--- src/rtl/core/qf_pkg.sv ---
package qf_pkg;

  localparam int MIN_QBITS = 6;
  localparam int FLAG_BITS = 3;
  localparam int F_OCC = 0;
  localparam int F_CONT = 1;
  localparam int F_SHIFT = 2;

  localparam logic [1:0] ACT_ADD = 2'd0;
  localparam logic [1:0] ACT_QUERY = 2'd1;
  localparam logic [1:0] ACT_CLEAR = 2'd2;

  localparam logic [2:0] OUT_ABSENT = 3'd0;
  localparam logic [2:0] OUT_PRESENT = 3'd1;
  localparam logic [2:0] OUT_INSERTED = 3'd2;
  localparam logic [2:0] OUT_FULL = 3'd3;
  localparam logic [2:0] OUT_CLEARED = 3'd4;

  typedef enum logic [1:0] {
    OP_ADD,
    OP_QUERY,
    OP_CLEAR,
    OP_NOP
  } op_t;

  typedef struct packed {
    logic init;
    logic idle;
  } eng_status_t;

endpackage

--- src/rtl/core/qf_front.sv ---
module qf_front #(
  parameter int MAX_QUOTIENT_BITS = 12,
  parameter int REMAINDER_BITS = 1
) (
  input  logic                                  start,
  output logic                                  busy,
  input  logic [1:0]                            action,
  input  logic [63:0]                           hash,
  input  logic [MAX_QUOTIENT_BITS-1:0]          mask_now,
  input  qf_pkg::eng_status_t                   status,
  input  logic                                  queue_full,
  output logic                                  push,
  output qf_pkg::op_t                           push_op,
  output logic [MAX_QUOTIENT_BITS-1:0]          push_fq,
  output logic [REMAINDER_BITS-1:0]             push_fr
);
  import qf_pkg::*;

  assign busy = queue_full || status.init;
  assign push = start && !busy;
  assign push_fq = hash[REMAINDER_BITS +: MAX_QUOTIENT_BITS] & mask_now;
  assign push_fr = hash[REMAINDER_BITS-1:0];

  always_comb begin
    unique case (action)
      ACT_ADD:   push_op = OP_ADD;
      ACT_QUERY: push_op = OP_QUERY;
      ACT_CLEAR: push_op = OP_CLEAR;
      default:   push_op = OP_NOP;
    endcase
  end

endmodule

--- config.mk ---
export PLATFORM = sky130hd
export DESIGN_NAME = qf_front
export DESIGN_NICKNAME = d
export VERILOG_FILES = /design/src/rtl/core/qf_pkg.sv /design/src/rtl/core/qf_front.sv
export SDC_FILE = /design/constraint.sdc
export NUM_CORES = 1
export LEC_CHECK = 0
export ABC_AREA = 1
export ABC_CLOCK_PERIOD_IN_PS = 800
export BUFFER_PORTS_ARGS = -buffer_cell sky130_fd_sc_hd__buf_2
export CAP_MARGIN = 20
export CORE_AREA = 4 4 41 43
export DETAILED_ROUTE_END_ITERATION = 8
export DIE_AREA = 0 0 45 47
export PLACE_DENSITY = 0.85
export SYNTH_ARGS = -nofsm -noshare
export SYNTH_HDL_FRONTEND = slang
export SYNTH_SLANG_ARGS = --single-unit
--- constraint.sdc ---
create_clock -name vclk -period 0.8
set_input_delay 0.16 -clock vclk [all_inputs]
set_output_delay 0.16 -clock vclk [all_outputs]
set_load 0.01 [all_outputs]
==> qor.csv <==
metric,value,unit
combinationalPowerShare,1.000,
p_leak,0.312,nW
drtIter0Drc,0,
cts_setup_buffers,0,
io_buffers,41,
vias,290,
worstPathRequired,640,ps
cts_resized,0,
avgSynthCellArea,4.03,um^2
fin_ws,89.3,ps
pwr-share-clk,0,
grt_start_max_net_pins,3,
dp_hpwl,649,um
finalSetupViolCount,0,
fmax,1410,MHz
status,completed,
stdcell_area,338,um^2
slowest_delay,130,ps
cp_max_fo,2,
placed_area,338,um^2
slowest_stage,buf_2,
die_area,0.00212,mm^2
hp-start,action[1],
drv_slew,0,
rsz0062_at_grt,no,
area_growth,162,%
seq_area_frac_synth,0,
fin_nets,154,
cp_num_buf_inv,3,
dp_slack,81.8,ps
syn_inst,32,
p_int,0.0824,mW
crit_type,in -> out,
ant_nets,0,
diodes,0,
cpLargestDelayFamily,buffers and inverters,
vias_per_cell,3.41,
hold_path.class,in -> out,
ys_types,6,
path_common_cell,buf_2,
ios,99,
grt_first_pass_wirelength,869,um
holdPathStages,0,
cap_violations,0,
synthesis.area,129,um^2
syn_nets,114,
fill_cells,160,
die_y,47,um
min_period,711,ps
antenna_found_initial,0,
holdPathEnd,push_op[1],
wl_per_cell,7.69,um
final_common_cell,buf_2,
p_switching,0.0647,mW
cp.arrival,550,ps
finalNonFillerCells,85,
gp_congestion,0.644,
grt_pass1_vias,240,
seq_cells,0,
ys_warn_count,0,
swShare,0.440,
drtPass1Iterations,1,
finalWirelength,654,um
max-slew-margin-rel,0.962,
path_cells,"buf_2, inv_1, nand2_2, nor2_2, buf_2",
grt_use_total,0.0511,
holdBufCountCts,0,
mostFrequentLayoutCells,"buf_2 (41), inv_1 (15), nand2_1 (12), nand2_2 (1), nor2_2 (1)",
drive_above_1_share,0.614,
core,0.00130,mm^2
p_total,0.147,mW
endpoint_kind,output port,
start_kind,input pin,
tightest_slew,56.1,ps
num_rows,13,
regArea,0,um^2
p_per_area,435,mW/mm^2
die_x,45,um
overflow,0,
fin_tns_setup,0,ps
initial_core_util,0.0990,
dp.cells,85,
clkbuf_count,0,
drc,0,
finalCritPeriodShare,0.888,
final_hold_viol_count,0,
seqPwrFrac,0,
vdd_ir_drop_max,99.6,uV
==> cell usage after synthesis <==
cell,n,area share
buf_4,1,0.058
clkbuf_1,2,0.058
inv_1,15,0.44
nand2_1,12,0.35
nand2_2,1,0.049
nor2_2,1,0.049
==> kinds of logic after synthesis <==
logic type             Yosys count  share of synthesized area
buffers and inverters           18                      0.553
and+or+nand+nor                 14                      0.447
==> worst max path at each step <==
stage,start,end,slack (ps),cells past startpoint
final,queue_full,push,90,5
after global routing,queue_full,push,50,5
after CTS,queue_full,push,80,5
after detailed placement,queue_full,push,80,5
after global placement,queue_full,push,90,5
after floorplan,queue_full,push,230,3
==> power groups by stage <==
stage	clock network (mW)	registers, mW	logic [mW]
floorplan	0	0	0.0634
CTS	0	0	0.150
finish	0	0	0.147
detailed placement	0	0	0.150
global route	0	0	0.167
global placement	0	0	0.145
==> final cells by class <==
cell class                 count  area, um^2  area share
inverter                      15        56.3       0.167
timing repair buffer          41         205       0.607
tap                           15        18.8      0.0556
multi-input combinational     14        57.6       0.170
==> routing by layer <==
| layer | GRT usage | vias to the layer above | share of wire |
|---|---|---|---|
| met2 | 0.0960 | 31 | 0.48 |
| li1 | - | 154 | - |
| met3 | 0.0230 | 0 | 0.25 |
| met5 | 0 | - | 0 |
| met1 | 0.0562 | 105 | 0.27 |
| met4 | 0 | 0 | 0 |
==> metrics by stage <==
stage	hold WS, ps	utilization
floorplan	409	-
global placement	320	0.260
detailed placement	320	0.260
CTS	320	0.260
global route	320	0.260
finish	320	0.260
Power figures use the tool's default switching activity.
