### src/rtl/core/qf_queue.sv
module qf_queue #(
  parameter int WIDTH = 8
) (
  input  logic             clk,
  input  logic             rst,
  input  logic             push,
  input  logic [WIDTH-1:0] din,
  output logic             full,
  input  logic             pop,
  output logic [WIDTH-1:0] dout,
  output logic             nonempty
);

  logic [WIDTH-1:0] entries [2];
  logic             wr_ptr;
  logic             rd_ptr;
  logic [1:0]       fill;

  assign full = (fill == 2'd2);
  assign nonempty = (fill != 2'd0);
  assign dout = entries[rd_ptr];

  always_ff @(posedge clk) begin
    if (push) begin
      entries[wr_ptr] <= din;
    end
    if (rst) begin
      wr_ptr <= 1'b0;
      rd_ptr <= 1'b0;
      fill <= 2'd0;
    end else begin
      if (push) begin
        wr_ptr <= ~wr_ptr;
      end
      if (pop) begin
        rd_ptr <= ~rd_ptr;
      end
      if (push && !pop) begin
        fill <= fill + 2'd1;
      end else if (pop && !push) begin
        fill <= fill - 2'd1;
      end
    end
  end

endmodule

### config.mk
export PLATFORM = sky130hd
export DESIGN_NAME = qf_queue
export DESIGN_NICKNAME = d
export VERILOG_FILES = /design/src/rtl/core/qf_queue.sv
export SDC_FILE = /design/constraint.sdc
export NUM_CORES = 1
export LEC_CHECK = 0
export ABC_CLOCK_PERIOD_IN_PS = 1200
export BUFFER_PORTS_ARGS = -buffer_cell sky130_fd_sc_hd__buf_2
export CORE_MARGIN = 8
export CORE_UTILIZATION = 41
export CTS_BUF_LIST = sky130_fd_sc_hd__clkbuf_8
export DETAILED_ROUTE_END_ITERATION = 8
export HOLD_SLACK_MARGIN = 0.05
export MAX_ROUTING_LAYER = met4
export PLACE_DENSITY = 0.65
export REMOVE_ABC_BUFFERS = 1
export SLEW_MARGIN = 20
export SYNTH_ARGS = -nofsm -noshare
export SYNTH_HDL_FRONTEND = slang
export SYNTH_SLANG_ARGS = --single-unit
### constraint.sdc
create_clock -name clk -period 1.2 [get_ports clk]
set_input_delay 0.12 -clock clk [delete_from_list [all_inputs] [get_ports clk]]
set_output_delay 0.12 -clock clk [all_outputs]
set_load 0.05 [all_outputs]
==> run summary <==
Placer Congestion: 0.661
Final period util: 1.10
Clk pin slew, worst setup/hold paths: 0.07 ns
Routed WL: 1460 µm
routed vias/inst: 4.38
number of global-route vias before repair: 506
Place WS: 0.0617 ns
WHS Path Cells: 1
Worst Skew: 0.00257 ns
Util after Layout: 0.616
DR vias: 464
P per Cell Area: 1540 mW/mm²
Layout Cells excl Fill: 106
TritonCTS Buffers: 3
Crit path required time: 1.08 ns
WP buf/inv: 2
Slew HR: 0.746
outcome: complete, but fails checks
Area growth, synth to finish: 47.6%
sequential share of the synthesized area: 0.739
Post-Synthesis Cells: 47
Max Cap Viol: 0
WL/cell: 13.8 µm
Highest Clock Rate: 758 MHz
ant diodes: 0
failing checks: setup timing
initial core utilization: 0.418
CP Depth: 3
clk_lat worst skew: 0.26 ns
Peak VDD IR: 814 µV
clock root cell: clkbuf_8
nets@finish: 93
FF-to-FF path depth: 1
H-tree levels: 1
final setup violation count: 8
port bufs: 21
Yosys reg bits: 21
Slew Limit Fails: 0
DRT iter0 DRCs: 5
Lkg Pwr: 0.486 nW
Post-CTS Setup Inserts: 0
critical path's top delay family: flip-flops
Fin. Hold Viols: 0
clock tree buffer depth: 2
Mapped Area: 786 µm²
# DRC: 0
CP Max Fanout: 5
antenna violations before repair: 0
Placed Cells: 98
WP data arrival: 1.20 ns
Die W: 59.8 µm
Max stage delay cell, worst path: dfxtp_2
worst setup margin: -0.118 ns
Core Rows: 16
Max stage delay on crit path: 0.34 ns
largest net degree at the start of global routing: 12
CTS tree: built
post-route ant nets: 0
Setup crit end kind: output pin
global-route wire length before repair: 2430 µm
Setup crit start kind: register
DRT Pass-1 Iters: 2
crit-path cells: buf_6, mux2_4, buf_8
TritonCTS Sinks: 21
RSZ-0062 raised after global routing: yes
Die H: 59.8 µm
CORE AREA: 0.00188 mm²
mean post-synth cell area: 16.7 µm²
Synth warnings: 0
worst-margin pin slew: 0.380 ns
Detailed Place HPWL: 968 µm
total track usage: 0.0962
die area: 0.00357 mm²
share of layout cells above drive strength 1: 0.506
worst min-delay path class: primary input to register
global route overflow: 0
Worst Setup Path Type: register to output pin
fin crit period: 1.32 ns
Synth cell types: 16
# IOs: 22
==> area by class of cell <==
class / count / area [µm²]
Clock buffer: 3 / 41.3
Clock inverter: 1 / 3.75
Fill cell: 160 / 722
Inverter: 1 / 3.75
Multi-Input combinational cell: 24 / 226
Sequential cell: 21 / 583
Tap cell: 27 / 33.8
Timing Repair Buffer: 29 / 268
==> cells in the final DEF, fill, tap and decap left out, drive strengths merged <==
master       instances
a21oi                1
and2                 1
and2b                1
buf                 24
clkbuf               4
dfxtp                5
dlygate4sd3          4
edfxtp              16
ha                   1
inv                  2
mux2                 8
nor2                 4
nor2b                1
o21ai                1
or2                  1
or3                  1
xnor2                2
xor2                 2
==> state kept, by name, indices dropped and copies added (netlist names), named ones only <==
register  cells
entries      16
fill          2
rd_ptr        1
wr_ptr        1
==> where the power goes <==
group	leakage, nW	internal, W	switching (W)
combinational	0.267	0.000218	0.000256
sequential	0.192	0.000842	0.0000238
clock	0.0269	0.000228	0.000217
==> final timing paths <==
check / to / startpoint / slack (ns)
hold / removal: entries[1][7] / din[7] / 0.05
setup reg to reg: entries[1][1] / wr_ptr / 0.13
hold reg to reg: fill[1] / fill[1] / 0.52
setup / recovery: dout[5] / register / -0.12
==> through the flow <==
step | total power (W) | area [µm²] | hold slack (ns) | setup TNS, ns
3_5_place_dp | 0.00123 | 950 | 0.311 | 0
2_1_floorplan | 0.00113 | 781 | 0.189 | 0
3_3_place_gp | 0.00123 | 950 | 0.307 | 0
4_1_cts | 0.00179 | 1150 | 0.0524 | -0.886
6_report | 0.00178 | 1160 | 0.0501 | -0.905
5_1_grt | 0.00186 | 1160 | 0.0511 | -1.19
==> metal layers <==
| layer | vias up | share of wire | global-route usage | routed length [µm] |
|---|---|---|---|---|
| li1 | 231 | - | - | - |
| met1 | 218 | 0.42 | 0.110 | 608 |
| met2 | 13 | 0.51 | 0.148 | 745 |
| met3 | 2 | 0.055 | 0.0366 | 81 |
| met4 | 0 | 0.018 | 0.0408 | 27 |
| met5 | - | 0 | - | 0 |
==> kinds of logic (layout without fill, tap and decap cells) <==
family                     after synthesis  in the layout  share of synthesized area
DFF                                     21             21                      0.739
and+or+nand+nor                          9              9                     0.0621
muxes                                    8              8                      0.115
xor gates and xnor gates                 4              4                     0.0446
AOI/OAI and AO/OA                        2              2                     0.0127
buffers and inverters                    2             34                     0.0111
adders and majority gates                1              1                     0.0159
==> synthesized netlist by cell type <==
cell type,instances,area share
edfxtp_1,16,0.61
mux2_2,8,0.11
dfxtp_1,5,0.13
nor2_1,4,0.019
xnor2_1,2,0.022
xor2_1,2,0.022
a21oi_1,1,0.0064
and2_1,1,0.0080
and2b_2,1,0.011
buf_2,1,0.0064
ha_1,1,0.016
inv_1,1,0.0048
nor2b_1,1,0.0080
o21ai_0,1,0.0064
or2_2,1,0.0080
or3_1,1,0.0080
==> what timing repair did <==
action                                  4_1_cts  5_1_grt
pin swaps                                     0        0
endpoints found under the setup margin       10       10
gates cloned                                  0        0
endpoints found under the hold margin         8        0
gates resized for setup                      36        2
hold buffers                                  4        0
Power figures use the tool's default switching activity.
